### src/rtl/ssfm_pkg.sv
// ----------------------------------------------------------------------------
// ssfm_pkg
// Shared constants, model tables and control types of the structured symbol
// frequency model.
// ----------------------------------------------------------------------------
package ssfm_pkg;

	localparam int COUNT_WIDTH_DEF = 16;
	localparam int NUM_MODELS      = 8;
	localparam int POOL_SIZE       = 264;
	localparam int POOL_AW         = 9;
	localparam int MODEL_W         = 3;
	localparam int IDX_W           = 7;
	localparam int SYM_W           = 9;
	localparam int DATA_W          = 16;
	localparam int INCR_W          = 4;
	localparam int INIT_W          = 8;
	localparam int CFG_W           = 32;
	localparam int PADDR_W         = 3;

	localparam logic [SYM_W-1:0]  SYM_MAX        = 9'd256;
	localparam logic [SYM_W-1:0]  SYM_LAST_PLAIN = 9'd2;
	localparam logic [DATA_W-1:0] THRESH_RESET   = 16'hFFFF;
	localparam logic              REG_THRESHOLD  = 1'b0;
	localparam logic [MODEL_W-1:0] CLASS_MODEL   = 3'd0;

	typedef struct packed {
		logic clear;
		logic start;
		logic sum;
		logic emit;
		logic update;
		logic half;
		logic next;
	} ssfm_cmd_t;

	typedef struct packed {
		logic clear_last;
		logic sum_hit;
		logic out_free;
		logic need_half;
		logic half_last;
		logic more;
	} ssfm_sts_t;

	function automatic logic [POOL_AW-1:0] model_base(input logic [MODEL_W-1:0] m);
		case (m)
			3'd0: return 9'd0;
			3'd1: return 9'd10;
			3'd2: return 9'd12;
			3'd3: return 9'd16;
			3'd4: return 9'd24;
			3'd5: return 9'd40;
			3'd6: return 9'd72;
			3'd7: return 9'd136;
			default: return 9'd0;
		endcase
	endfunction

	function automatic logic [IDX_W-1:0] model_nent_m1(input logic [MODEL_W-1:0] m);
		case (m)
			3'd0: return 7'd9;
			3'd1: return 7'd1;
			3'd2: return 7'd3;
			3'd3: return 7'd7;
			3'd4: return 7'd15;
			3'd5: return 7'd31;
			3'd6: return 7'd63;
			3'd7: return 7'd127;
			default: return 7'd0;
		endcase
	endfunction

	function automatic logic [INCR_W-1:0] model_incr(input logic [MODEL_W-1:0] m);
		case (m)
			3'd0: return 4'd12;
			3'd1: return 4'd4;
			3'd2: return 4'd3;
			3'd3: return 4'd3;
			3'd4: return 4'd3;
			3'd5: return 4'd3;
			3'd6: return 4'd2;
			3'd7: return 4'd1;
			default: return 4'd1;
		endcase
	endfunction

	function automatic logic [INIT_W-1:0] model_init_total(input logic [MODEL_W-1:0] m);
		case (m)
			3'd0: return 8'd120;
			3'd1: return 8'd8;
			3'd2: return 8'd12;
			3'd3: return 8'd24;
			3'd4: return 8'd48;
			3'd5: return 8'd96;
			3'd6: return 8'd128;
			3'd7: return 8'd128;
			default: return 8'd0;
		endcase
	endfunction

	function automatic logic [INCR_W-1:0] pool_incr(input logic [POOL_AW-1:0] addr);
		logic [INCR_W-1:0] r;
		r = model_incr(CLASS_MODEL);
		for (int k = 1; k < NUM_MODELS; k++) begin
			if (addr >= model_base(MODEL_W'(k))) begin
				r = model_incr(MODEL_W'(k));
			end
		end
		return r;
	endfunction

	function automatic logic [MODEL_W-1:0] top_bit(input logic [7:0] v);
		logic [MODEL_W-1:0] r;
		r = 3'd1;
		for (int k = 2; k < 8; k++) begin
			if (v[k]) begin
				r = MODEL_W'(k);
			end
		end
		return r;
	endfunction

endpackage

### src/rtl/ssfm_ram.sv
// ----------------------------------------------------------------------------
// ssfm_ram
// Generic simple dual-port RAM with one write port and a registered read port.
// ----------------------------------------------------------------------------
module ssfm_ram #(
	parameter int WIDTH = 16,
	parameter int DEPTH = 264
) (
	input  logic                     clk,
	input  logic                     we,
	input  logic [$clog2(DEPTH)-1:0] waddr,
	input  logic [WIDTH-1:0]         wdata,
	input  logic [$clog2(DEPTH)-1:0] raddr,
	output logic [WIDTH-1:0]         rdata
);

	logic [WIDTH-1:0] mem_q [DEPTH];

	always_ff @(posedge clk) begin
		if (we) begin
			mem_q[waddr] <= wdata;
		end
		rdata <= mem_q[raddr];
	end

endmodule

### src/rtl/ssfm_ctrl.sv
// ----------------------------------------------------------------------------
// ssfm_ctrl
// Sequencer: table init, cumulative walk, result hand-off, update and halving.
// ----------------------------------------------------------------------------
module ssfm_ctrl import ssfm_pkg::*; (
	input  logic      clk,
	input  logic      arst_n,
	input  logic      in_valid,
	output logic      in_stall,
	input  ssfm_sts_t sts,
	output ssfm_cmd_t cmd
);

	typedef enum logic [6:0] {
		S_CLEAR = 7'b0000001,
		S_IDLE  = 7'b0000010,
		S_SUM   = 7'b0000100,
		S_EMIT  = 7'b0001000,
		S_UPD   = 7'b0010000,
		S_HALF  = 7'b0100000,
		S_MOVE  = 7'b1000000
	} ssfm_state_t;

	ssfm_state_t state_q, state_d;

	always_comb begin
		state_d = state_q;
		cmd     = '0;
		case (state_q)
			S_CLEAR: begin
				cmd.clear = 1'b1;
				if (sts.clear_last) begin
					state_d = S_IDLE;
				end
			end
			S_IDLE: begin
				if (in_valid) begin
					cmd.start = 1'b1;
					state_d   = S_SUM;
				end
			end
			S_SUM: begin
				cmd.sum = 1'b1;
				if (sts.sum_hit) begin
					state_d = S_EMIT;
				end
			end
			S_EMIT: begin
				if (sts.out_free) begin
					cmd.emit = 1'b1;
					state_d  = S_UPD;
				end
			end
			S_UPD: begin
				cmd.update = 1'b1;
				state_d    = sts.need_half ? S_HALF : S_MOVE;
			end
			S_HALF: begin
				cmd.half = 1'b1;
				if (sts.half_last) begin
					state_d = S_MOVE;
				end
			end
			S_MOVE: begin
				if (sts.more) begin
					cmd.next = 1'b1;
					state_d  = S_SUM;
				end else begin
					state_d = S_IDLE;
				end
			end
			default: begin
				state_d = S_IDLE;
			end
		endcase
	end

	always_ff @(posedge clk or negedge arst_n) begin
		if (!arst_n) begin
			state_q <= S_CLEAR;
		end else begin
			state_q <= state_d;
		end
	end

	assign in_stall = (state_q != S_IDLE);

endmodule

### src/rtl/ssfm_datapath.sv
// ----------------------------------------------------------------------------
// ssfm_datapath
// Symbol decode, count memory, model totals, running sums and result register.
// ----------------------------------------------------------------------------
module ssfm_datapath import ssfm_pkg::*; #(
	parameter int COUNT_WIDTH = COUNT_WIDTH_DEF
) (
	input  logic              clk,
	input  logic              arst_n,
	input  ssfm_cmd_t         cmd,
	output ssfm_sts_t         sts,
	input  logic [SYM_W-1:0]  symbol,
	input  logic [DATA_W-1:0] threshold,
	input  logic              out_stall,
	output logic              out_valid,
	output logic [DATA_W-1:0] cum_start,
	output logic [DATA_W-1:0] freq,
	output logic [DATA_W-1:0] total,
	output logic              last
);

	localparam int TW = COUNT_WIDTH + 1;
	localparam logic [DATA_W-1:0] CAP = DATA_W'((1 << COUNT_WIDTH) - 1);

	logic [MODEL_W-1:0]     m_q, bkt_q;
	logic [IDX_W-1:0]       idx_q, sub_q, rd_i_q, pidx_s1;
	logic                   pend_s1;
	logic [TW-1:0]          acc_q, cnt_new_q;
	logic [COUNT_WIDTH-1:0] freq_q;
	logic [POOL_AW-1:0]     clr_addr_q;
	logic [TW-1:0]          totals_q [NUM_MODELS];
	logic                   out_valid_q, last_q;
	logic [DATA_W-1:0]      cum_start_q, freq_out_q, total_q;

	logic [POOL_AW-1:0]     base, raddr, waddr;
	logic [IDX_W-1:0]       nent_m1;
	logic [INCR_W-1:0]      incr;
	logic [DATA_W-1:0]      limit;
	logic [TW-1:0]          tot_new, cnt_new, half_src, half_val, half_tot, acc_sum;
	logic                   need_half, we;
	logic [COUNT_WIDTH-1:0] wdata, rdata;

	logic [SYM_W-1:0]   sym_sat;
	logic [7:0]         v;
	logic [MODEL_W-1:0] dec_b;
	logic [IDX_W-1:0]   dec_cls, dec_sub;

	assign sym_sat = (symbol > SYM_MAX) ? SYM_MAX : symbol;
	assign v       = 8'(sym_sat - 9'd1);

	always_comb begin
		dec_b   = '0;
		dec_cls = IDX_W'(sym_sat);
		dec_sub = '0;
		if (sym_sat > SYM_LAST_PLAIN) begin
			dec_b   = top_bit(v);
			dec_cls = IDX_W'(dec_b) + IDX_W'(2);
			dec_sub = IDX_W'(v & ~(8'd1 << dec_b));
		end
	end

	assign base     = model_base(m_q);
	assign nent_m1  = model_nent_m1(m_q);
	assign incr     = model_incr(m_q);
	assign limit    = (threshold > CAP) ? CAP : threshold;
	assign tot_new  = totals_q[m_q] + TW'(incr);
	assign cnt_new  = TW'(freq_q) + TW'(incr);
	assign need_half = (tot_new >= TW'(limit));
	assign half_src = (pidx_s1 == idx_q) ? cnt_new_q : TW'(rdata);
	assign half_val = (half_src + TW'(1)) >> 1;
	assign half_tot = acc_q + half_val;
	assign acc_sum  = acc_q + TW'(rdata);
	assign raddr    = base + POOL_AW'(rd_i_q);

	always_comb begin
		we    = 1'b0;
		waddr = clr_addr_q;
		wdata = COUNT_WIDTH'(pool_incr(clr_addr_q));
		if (cmd.clear) begin
			we = 1'b1;
		end else if (cmd.update && !need_half) begin
			we    = 1'b1;
			waddr = base + POOL_AW'(idx_q);
			wdata = cnt_new[COUNT_WIDTH-1:0];
		end else if (cmd.half && pend_s1) begin
			we    = 1'b1;
			waddr = base + POOL_AW'(pidx_s1);
			wdata = half_val[COUNT_WIDTH-1:0];
		end
	end

	ssfm_ram #(
		.WIDTH(COUNT_WIDTH),
		.DEPTH(POOL_SIZE)
	) u_pool (
		.clk  (clk),
		.we   (we),
		.waddr(waddr),
		.wdata(wdata),
		.raddr(raddr),
		.rdata(rdata)
	);

	always_ff @(posedge clk or negedge arst_n) begin
		if (!arst_n) begin
			pend_s1     <= 1'b0;
			out_valid_q <= 1'b0;
			clr_addr_q  <= '0;
			for (int k = 0; k < NUM_MODELS; k++) begin
				totals_q[k] <= TW'(model_init_total(MODEL_W'(k)));
			end
		end else begin
			if (cmd.start || cmd.next || cmd.update) begin
				pend_s1 <= 1'b0;
			end else if (cmd.sum || cmd.half) begin
				pend_s1 <= 1'b1;
			end
			if (cmd.emit) begin
				out_valid_q <= 1'b1;
			end else if (!out_stall) begin
				out_valid_q <= 1'b0;
			end
			if (cmd.clear) begin
				clr_addr_q <= clr_addr_q + POOL_AW'(1);
			end
			if (cmd.update) begin
				totals_q[m_q] <= tot_new;
			end else if (cmd.half && sts.half_last) begin
				totals_q[m_q] <= half_tot;
			end
		end
	end

	always_ff @(posedge clk) begin
		if (cmd.start) begin
			m_q   <= CLASS_MODEL;
			idx_q <= dec_cls;
			bkt_q <= dec_b;
			sub_q <= dec_sub;
		end else if (cmd.next) begin
			m_q   <= bkt_q;
			idx_q <= sub_q;
		end
		if (cmd.start || cmd.next || cmd.update) begin
			rd_i_q <= '0;
			acc_q  <= '0;
		end else if (cmd.sum) begin
			if (rd_i_q != idx_q) begin
				rd_i_q <= rd_i_q + IDX_W'(1);
			end
			if (pend_s1 && (pidx_s1 != idx_q)) begin
				acc_q <= acc_sum;
			end
		end else if (cmd.half) begin
			if (rd_i_q != nent_m1) begin
				rd_i_q <= rd_i_q + IDX_W'(1);
			end
			if (pend_s1) begin
				acc_q <= half_tot;
			end
		end
		if (cmd.sum || cmd.half) begin
			pidx_s1 <= rd_i_q;
		end
		if (cmd.sum && sts.sum_hit) begin
			freq_q <= rdata;
		end
		if (cmd.update) begin
			cnt_new_q <= cnt_new;
		end
		if (cmd.emit) begin
			cum_start_q <= DATA_W'(acc_q[COUNT_WIDTH-1:0]);
			freq_out_q  <= DATA_W'(freq_q);
			total_q     <= DATA_W'(totals_q[m_q][COUNT_WIDTH-1:0]);
			last_q      <= (m_q != CLASS_MODEL) || (bkt_q == CLASS_MODEL);
		end
	end

	assign sts.clear_last = (clr_addr_q == POOL_AW'(POOL_SIZE - 1));
	assign sts.sum_hit    = pend_s1 && (pidx_s1 == idx_q);
	assign sts.out_free   = !out_valid_q || !out_stall;
	assign sts.need_half  = need_half;
	assign sts.half_last  = pend_s1 && (pidx_s1 == nent_m1);
	assign sts.more       = (m_q == CLASS_MODEL) && (bkt_q != CLASS_MODEL);

	assign out_valid = out_valid_q;
	assign cum_start = cum_start_q;
	assign freq      = freq_out_q;
	assign total     = total_q;
	assign last      = last_q;

`ifndef NO_ASSERTIONS
	a_emit_free: assert property (@(posedge clk) disable iff (!arst_n)
		cmd.emit |-> !(out_valid_q && out_stall))
		else $error("result register overwritten while stalled");

	a_freq_nonzero: assert property (@(posedge clk) disable iff (!arst_n)
		cmd.emit |-> (freq_q != '0))
		else $error("coded count is zero");

	a_total_fits: assert property (@(posedge clk) disable iff (!arst_n)
		cmd.emit |-> (totals_q[m_q][COUNT_WIDTH] == 1'b0))
		else $error("model total exceeds count width");

	a_cum_below_total: assert property (@(posedge clk) disable iff (!arst_n)
		(cmd.sum && sts.sum_hit) |-> (acc_q < totals_q[m_q]))
		else $error("cumulative start not below model total");
`endif

endmodule

### src/rtl/structured_symbol_freq_model_unit.sv
// ----------------------------------------------------------------------------
// structured_symbol_freq_model_unit
// Adaptive structured frequency model producing range-coder triples.
// ----------------------------------------------------------------------------
// Symbols enter on in_valid/in_stall; an item is taken when in_valid is high
// and in_stall is low. Each symbol yields one triple (cum_start, freq, total)
// from the class model, and bucket symbols a second triple from the bucket
// model; last marks the final triple of a symbol. Results leave on
// out_valid/out_stall from a result register.
// The count memory is walked one entry per cycle through its single read
// port; a halving pass walks every entry of the model. One symbol is
// handled at a time. After reset the block loads the initial counts with
// in_stall high; rescale_threshold resets to 65535 and may be written over
// the APB port while the block is idle. When the receiver stalls, the result
// waits in its register and the block holds in front of its next result.
module structured_symbol_freq_model_unit import ssfm_pkg::*; #(
	parameter int COUNT_WIDTH = COUNT_WIDTH_DEF
) (
	input  logic               clk,
	input  logic               arst_n,
	input  logic               in_valid,
	output logic               in_stall,
	input  logic [SYM_W-1:0]   symbol,
	output logic               out_valid,
	input  logic               out_stall,
	output logic [DATA_W-1:0]  cum_start,
	output logic [DATA_W-1:0]  freq,
	output logic [DATA_W-1:0]  total,
	output logic               last,
	input  logic               psel,
	input  logic               penable,
	input  logic               pwrite,
	input  logic [PADDR_W-1:0] paddr,
	input  logic [CFG_W-1:0]   pwdata,
	output logic [CFG_W-1:0]   prdata,
	output logic               pready
);

	logic [DATA_W-1:0] threshold_q;
	logic              reg_sel;
	ssfm_cmd_t         cmd;
	ssfm_sts_t         sts;

	assign pready  = 1'b1;
	assign reg_sel = (paddr[2] == REG_THRESHOLD);

	always_ff @(posedge clk or negedge arst_n) begin
		if (!arst_n) begin
			threshold_q <= THRESH_RESET;
		end else if (psel && penable && pwrite && pready && reg_sel) begin
			threshold_q <= pwdata[DATA_W-1:0];
		end
	end

	assign prdata = reg_sel ? CFG_W'(threshold_q) : '0;

	ssfm_ctrl u_ctrl (
		.clk     (clk),
		.arst_n  (arst_n),
		.in_valid(in_valid),
		.in_stall(in_stall),
		.sts     (sts),
		.cmd     (cmd)
	);

	ssfm_datapath #(
		.COUNT_WIDTH(COUNT_WIDTH)
	) u_datapath (
		.clk      (clk),
		.arst_n   (arst_n),
		.cmd      (cmd),
		.sts      (sts),
		.symbol   (symbol),
		.threshold(threshold_q),
		.out_stall(out_stall),
		.out_valid(out_valid),
		.cum_start(cum_start),
		.freq     (freq),
		.total    (total),
		.last     (last)
	);

endmodule

### config.mk
export PLATFORM = sky130hd
export DESIGN_NAME = structured_symbol_freq_model_unit
export DESIGN_NICKNAME = d
export VERILOG_FILES = /design/src/rtl/ssfm_pkg.sv /design/src/rtl/ssfm_ram.sv /design/src/rtl/ssfm_ctrl.sv /design/src/rtl/ssfm_datapath.sv /design/src/rtl/structured_symbol_freq_model_unit.sv
export SDC_FILE = /design/constraint.sdc
export NUM_CORES = 2
export LEC_CHECK = 0
export BUFFER_PORTS_ARGS = -buffer_cell sky130_fd_sc_hd__buf_2
export CAP_MARGIN = 25
export CORE_ASPECT_RATIO = 1.4
export CORE_UTILIZATION = 55
export DETAILED_ROUTE_END_ITERATION = 12
export GPL_TIMING_DRIVEN = 0
export PLACE_DENSITY = 0.73
export SLEW_MARGIN = 20
export SYNTH_ARGS = -nofsm -noshare
export SYNTH_HDL_FRONTEND = slang
export SYNTH_MEMORY_MAX_BITS = 65536
export SYNTH_SLANG_ARGS = --single-unit
### constraint.sdc
create_clock -name clk -period 22.6 [get_ports clk]
set_input_delay 4.52 -clock clk [delete_from_list [all_inputs] [get_ports clk]]
set_output_delay 4.52 -clock clk [all_outputs]
set_load 0.03 [all_outputs]
# [Yosys cells after proc, flatten, opt, wreduce, memory -nomap -nowiden]
# Memory sizes are Yosys's and may differ from the RTL's. A register that Yosys moved wholly into a read port is not among the register bits.
# Cells that the tools add are included.
[totals] latchBits=0 romBits=136 ff_bits=303 word_cells=192 ramBits=4224 n_memories=4
[op_classes] multipliers=0 muxes=77 addsub=12 bitwise_logic=4 div_mod_pow=0 shift=1 magnitude_cmp=13 eq_ne=22 reduce_logical=33
[mem_list] memory="u_datapath.u_pool.mem_q" words=264 word_bits=16 read_ports=1 rd_ports_with_merged_regs=1 wr=1 line="ssfm_ram.sv:17" source="logic [WIDTH-1:0] mem_q [DEPTH];"
[mem_list] memory="(no name shown)" words=8 word_bits=7 read_ports=1 rd_ports_with_merged_regs=1 wr=0 line="ssfm_pkg.sv:47" source="case (m)"
[mem_list] memory="(no name shown)" words=8 word_bits=6 read_ports=1 rd_ports_with_merged_regs=1 wr=0 line="ssfm_pkg.sv:61" source="case (m)"
[mem_list] memory="(no name shown)" words=8 word_bits=4 read_ports=1 rd_ports_with_merged_regs=1 wr=0 line="ssfm_pkg.sv:75" source="case (m)"
[op_table] cell="$bwmux W136" n=2
[op_table] cell="$mux W136" n=2
[op_table] cell="$mux W17" n=8
[op_table] cell="$mux W7" n=13
[op_table] cell="$mux W16" n=5
[op_table] cell="$bmux W17 S3" n=1
[op_table] cell="$demux W17 S3" n=1
[op_table] cell="$pmux W7 S7" n=1
[op_table] cell="$mux W3" n=12
[op_table] cell="$mux W9" n=4
[op_table] cell="$add A17 B16 Y17" n=2
[op_table] cell="$mux W4" n=7
[op_table] cell="$add A9 B7 Y9" n=3
[op_table] cell="$ne A7 B7 Y1" n=3
[op_table] cell="$mux W1" n=19
[op_table] cell="$ge A9 B4 Y1 const B" n=2
[op_table] cell="$ge A9 B5 Y1 const B" n=2
[op_table] cell="$add A16 B4 Y17" n=1
[op_table] cell="$add A17 B1 Y17 const B" n=1
[op_table] cell="$add A17 B4 Y17" n=1
[op_table] cell="$ge A17 B16 Y1" n=1
[op_table] cell="$gt A16 B16 Y1 const B" n=1
[op_table] cell="$eq A7 B7 Y1" n=2
[op_table] cell="$ne A2 B2 Y1 const B" n=7
[op_table] cell="35 further kinds" n=61

# [Logic depth before layout (Yosys ltp)]
[logic_depth] depth_word=13 ltp_mapped=30 ltp_nobuf=24

# [By module]
# From an unflattened synthesis, not the netlist that was laid out.
[hier_totals] cells_unflattened=9263 hier_area_um2=181627.9
[modules_own_cells] module="ssfm_ram" area_each_um2=162886.2 n_inst=1 seq_area_each_um2=127162.0 cells_each=7513
[modules_own_cells] module="ssfm_datapath" area_each_um2=17337.9 n_inst=1 seq_area_each_um2=7741.2 cells_each=1630
[modules_own_cells] module="structured_symbol_freq_model_unit" area_each_um2=919.6 n_inst=1 seq_area_each_um2=420.4 cells_each=70
[modules_own_cells] module="ssfm_ctrl" area_each_um2=484.2 n_inst=1 seq_area_each_um2=176.4 cells_each=50

# [Least setup slack after synthesis]
# No wires, ideal clock.
[synth_path] kind="reg-to-reg" from="register u_datapath.m_q[0]" to="memory u_datapath.u_pool.mem_q[0][2] (data pin)" t_arrival_ns=15.506 period_less_slack_ns=17.755 path_slack_ns=4.845 setup_time_ns=2.249 path_buffers=5 stages_incl_launch_ff=25 cell_sequence="dfxtp_1 -> buf_4 -> buf_1 -> buf_1 -> mux4_2 -> nand2_1 -> nand2_1 -> ha_1 -> fa_1 -> a21o_1 -> a21oi_1 -> nand2b_1 -> or3b_2 -> nand2b_1 -> nor2_1 -> xor2_1 -> ha_1 -> nand4_1 -> nor4_1 -> a21oi_1 -> and3_1 -> o21a_2 -> buf_6 -> clkbuf_1 -> o21ai_0"
[synth_via] elab_chain_cells=10
[synth_rtl] item="start: declaration" line="ssfm_datapath.sv:25" source="logic [MODEL_W-1:0] m_q, bkt_q;"
[synth_rtl] item="start signal: assignment" line="ssfm_datapath.sv:141" source="m_q <= bkt_q;"
[synth_rtl] item="$not A3 Y4 (not written as such)" line="ssfm_datapath.sv:66" source="assign tot_new = totals_q[m_q] + TW'(incr);"
[synth_rtl] item="$bmux W17 S3" line="ssfm_datapath.sv:66"
[synth_rtl] item="$mux W17 (2 in series)"
[synth_rtl] item="$add A17 B4 Y17" line="ssfm_datapath.sv:66"
[synth_rtl] item="$ge A17 B16 Y1" line="ssfm_datapath.sv:68" source="assign need_half = (tot_new >= TW'(limit));"
[synth_rtl] item="$logic_not A1 Y1" line="ssfm_datapath.sv:81" source="end else if (cmd.update && !need_half) begin"
[synth_rtl] item="$logic_and A1 B1 Y1" line="ssfm_datapath.sv:81"
[synth_rtl] item="$mux W16" line="ssfm_datapath.sv:81"
[synth_rtl] item="$mux W16" line="ssfm_datapath.sv:79" source="if (cmd.clear) begin"
[synth_rtl] item="net u_datapath.u_pool.wdata[2]" line="ssfm_ram.sv:12" source="input logic [WIDTH-1:0] wdata,"
[synth_rtl] item="end: declaration" line="ssfm_ram.sv:17"
# The timed path passes the listed nets, and every way through them passes these cells. The select of a mux whose other input is x is not followed.

# [Final worst setup path]
[layout_path] from="register u_datapath.m_q[1]" to="memory u_datapath.u_pool.mem_q[250][3], enable pin"
[layout_via] elab_chain_cells=12 word_cells_on_any_way=14
[layout_rtl] item="$not A3 Y4 (not written as such) *" line="ssfm_datapath.sv:66"
[layout_rtl] item="$bmux W17 S3 *" line="ssfm_datapath.sv:66"
[layout_rtl] item="$mux W17 * (2 in series)"
[layout_rtl] item="$add A17 B4 Y17 *" line="ssfm_datapath.sv:66"
[layout_rtl] item="$ge A17 B16 Y1 *" line="ssfm_datapath.sv:68"
[layout_rtl] item="$logic_not A1 Y1 *" line="ssfm_datapath.sv:81"
[layout_rtl] item="$logic_and A1 B1 Y1 *" line="ssfm_datapath.sv:81"
[layout_rtl] item="$mux W1" line="ssfm_datapath.sv:81"
[layout_rtl] item="$mux W1" line="ssfm_datapath.sv:79"
[layout_rtl] item="$mux W1" line="ssfm_ram.sv:20" source="if (we) begin"
[layout_rtl] item="$mux W1 (not written as such)" line="ssfm_ram.sv:21" source="mem_q[waddr] <= wdata;"
# Mark *: on every way between the ends. The rest lies on a longest branch, timed or not. The select of a mux whose other input is x is not followed.

==> flow_summary.json <==
{
  "root_buffer": "clkbuf_16",
  "max_freq_ghz": 0.0962,
  "worstPathArrival_ns": 10.96,
  "p_total_uw": 19800,
  "post-cts-setup-buffers": 0,
  "grt_pass1_vias": 93500,
  "cts_tree": "done",
  "cts_resized": 0,
  "yosys_warnings": 0,
  "p_per_area_mw_per_mm2": 96.3,
  "synth.avg_cell_area_um2": 21.4,
  "cts_max_path_buffers": 4,
  "io_pins": 135,
  "netlist_area_mm2": 0.179,
  "drc": 0,
  "viasPerCell": 6.62,
  "cts_num_sinks": 4559,
  "place_area_mm2": 0.191,
  "final_common_cell": "edfxtp_1",
  "grt-ovfl-total": 0,
  "cp-start-kind": "flop",
  "core-area_mm2": 0.324,
  "crit_path_max_fanout": 16,
  "setup_viol": 0,
  "dp_cells": 13100,
  "start_util_pct": 55.4,
  "vias": 91600,
  "stdcell_area_mm2": 0.205,
  "slew_violations": 0,
  "dp_hpwl_mm": 342,
  "cts.clk_slew.worst_paths_ns": 0.07,
  "cap_violations": 0,
  "critPathCaptureType": "flop",
  "rows": 247,
  "met3_length_mm": 42.8,
  "slew_headroom_pct": 19.8,
  "ys_ff_latch": 4559,
  "io_buffer_count": 97,
  "finalSetupTns_ns": 0,
  "crit_type": "reg2reg",
  "gp_congestion": 0.974,
  "areaGrowthSynthToFinish_pct": 14.4,
  "ant_nets": 0,
  "min_path_type": "reg2reg",
  "ys_seq_area_share_pct": 75.5,
  "top_layer_used": "met5",
  "drt_iter0_drc": 11500,
  "wl_per_cell_um": 35.5,
  "wl_met1_mm": 158,
  "grt_setup_unrepaired": "false",
  "status": "finished, final reports clean",
  "layout_min_cycle_time_ns": 10.39,
  "antenna_found_initial": 20,
  "leakagePower_uw": 0.0700,
  "ir_drop_mv": 0.0734,
  "crit_slowest_cell": "nand2_1",
  "drive_above_1_share_pct": 30.3,
  "finalHoldViolCount": 0,
  "die_h_um": 678,
  "grtUsageTotal_pct": 30.0,
  "grt_pass1_wl_mm": 692,
  "htreeDepth": 5,
  "ys_async_sr_fraction_pct": 3.73,
  "cts_buffers": 411,
  "synth_edf_count": 4330,
  "final_cell_mix": "edfxtp_1, mux4_2, nand2_1",
  "wl_mm": 491,
  "period_share_pct": 46.0,
  "tightest_slew_ns": 1.20,
  "crit_required_ns": 23.17,
  "wl_met2_mm": 249,
  "die_area_mm2": 0.328,
  "finalClockSkew_ns": 0.0740,
  "cpPeakStageDelay_ns": 0.98,
  "dieWidth_um": 485,
  "cts_hold_buf": 0,
  "syn-instance-count": 8391,
  "fin_nets": 9410,
  "grt_max_degree": 97,
  "synthFlopType": "edfxtp_1",
  "clkLatencyLatePin_ns": 0.98,
  "drt-pass1-iter-count": 9,
  "synth_cell_types": 87,
  "post-route-util_pct": 63.4,
  "fin_cells": 13800
}
## through the flow
step | setup WS (ns) | hold slack (ns)
final | 12.21 | 0.471
after global placement | -10.24 | 0.456
after detailed placement | 12.38 | 0.459
after global routing | 12.00 | 0.491
after CTS | 12.36 | 0.470
after floorplan | 4.85 | 0.431
## logic make-up after synthesis
logic type	count (synthesis)	synth area share (%)
flip-flops	4559	75.5
multiplexers	1472	17.6
AND/OR/NAND/NOR	1207	2.96
buffers and inverters	526	1.17
AO/OA/AOI/OAI	400	1.43
XOR/XNOR	132	0.644
adder cells (fa/ha/maj)	93	0.678
other	2	0.00419
## flip-flops by register name, summed over array words and instances (netlist names), 9 cells and up
name                     count
u_datapath.clr_addr_q        9
u_datapath.freq             16
u_datapath.freq_q           16
u_datapath.acc_q            17
u_datapath.cnt_new_q        17
u_datapath.cum_start        16
u_datapath.u_pool.mem_q   4224
u_datapath.totals_q        136
u_datapath.total            16
threshold_q                 16
u_datapath.u_pool.rdata     16
## area by class of cell
cell class	count	area, um^2
clock inverter	255	2630
sequential	4559	136000
antenna	9	22.5
multi-input combinational	3321	42800
buffer	461	1930
tap	4233	5300
clock buffer	499	10800
inverter	65	244
timing repair buffer	447	6050
fill	20800	119000
## worst paths after layout
kind	startpoint	end	depth (start not counted)	slack, ns
worst min register to register	u_datapath.rd_i_q[0]	u_datapath.pidx_s1[0]	0	0.47
worst min-delay path	u_datapath.rd_i_q[0]	u_datapath.pidx_s1[0]	0	0.47
worst max-delay path	u_datapath.m_q[1]	u_datapath.u_pool.mem_q[250][3]	28	12.21
worst max register to register	u_datapath.m_q[1]	u_datapath.u_pool.mem_q[250][3]	28	12.21
min in group asynchronous	arst_n	u_datapath.totals_q[53]	1	3.58
max in group asynchronous	arst_n	u_datapath.totals_q[55]	2	18.12
## power breakdown
| group | internal [uW] | leakage, uW | switching [uW] |
|---|---|---|---|
| logic | 1320 | 0.0160 | 2060 |
| clock network | 3970 | 0.00653 | 3080 |
| registers | 9260 | 0.0475 | 70.2 |
| total | 14600 | 0.0700 | 5210 |
## cells in the mapped netlist, drive strengths merged, types with 12 or more instances
cell type	count	area share, %
inv	63	0.13
a21oi	126	0.35
o21ai	102	0.28
nand4	44	0.15
a22o	12	0.059
nand2b	18	0.063
mux2	73	0.46
nor3	35	0.10
nor3b	12	0.059
dfrtp	138	1.9
dfstp	32	0.47
ha	86	0.60
buf	166	0.42
nand2	435	0.92
a211oi	20	0.091
nor2	437	0.91
a21o	15	0.063
xnor2	79	0.39
mux2i	64	0.36
dfxtp	59	0.66
a31oi	25	0.091
nor4	12	0.062
a32oi	17	0.083
clkbuf	295	0.62
xor2	53	0.26
mux4	1335	17
o21a	15	0.063
and3	23	0.080
nor2b	14	0.049
edfxtp	4330	72
nand3	134	0.38
## routing by layer
metal | vias to the layer above | track usage, %
li1 | 36500 | -
met2 | 5529 | 50.7
met3 | 1404 | 5.91
met5 | - | 0.0146
met4 | 8 | 21.2
met1 | 48200 | 34.5
## critical path, delay by kind of cell, from the launching register on
family	cells	cell delay, ns
adders and majority gates	2	0.83
xor gates and xnor gates	1	0.11
muxes	2	0.58
AOI/OAI and AO/OA	6	1.08
DFF	1	0.35
buffers and inverters	5	2.12
and+or+nand+nor	12	4.94
(Power assumes the default switching activity.)
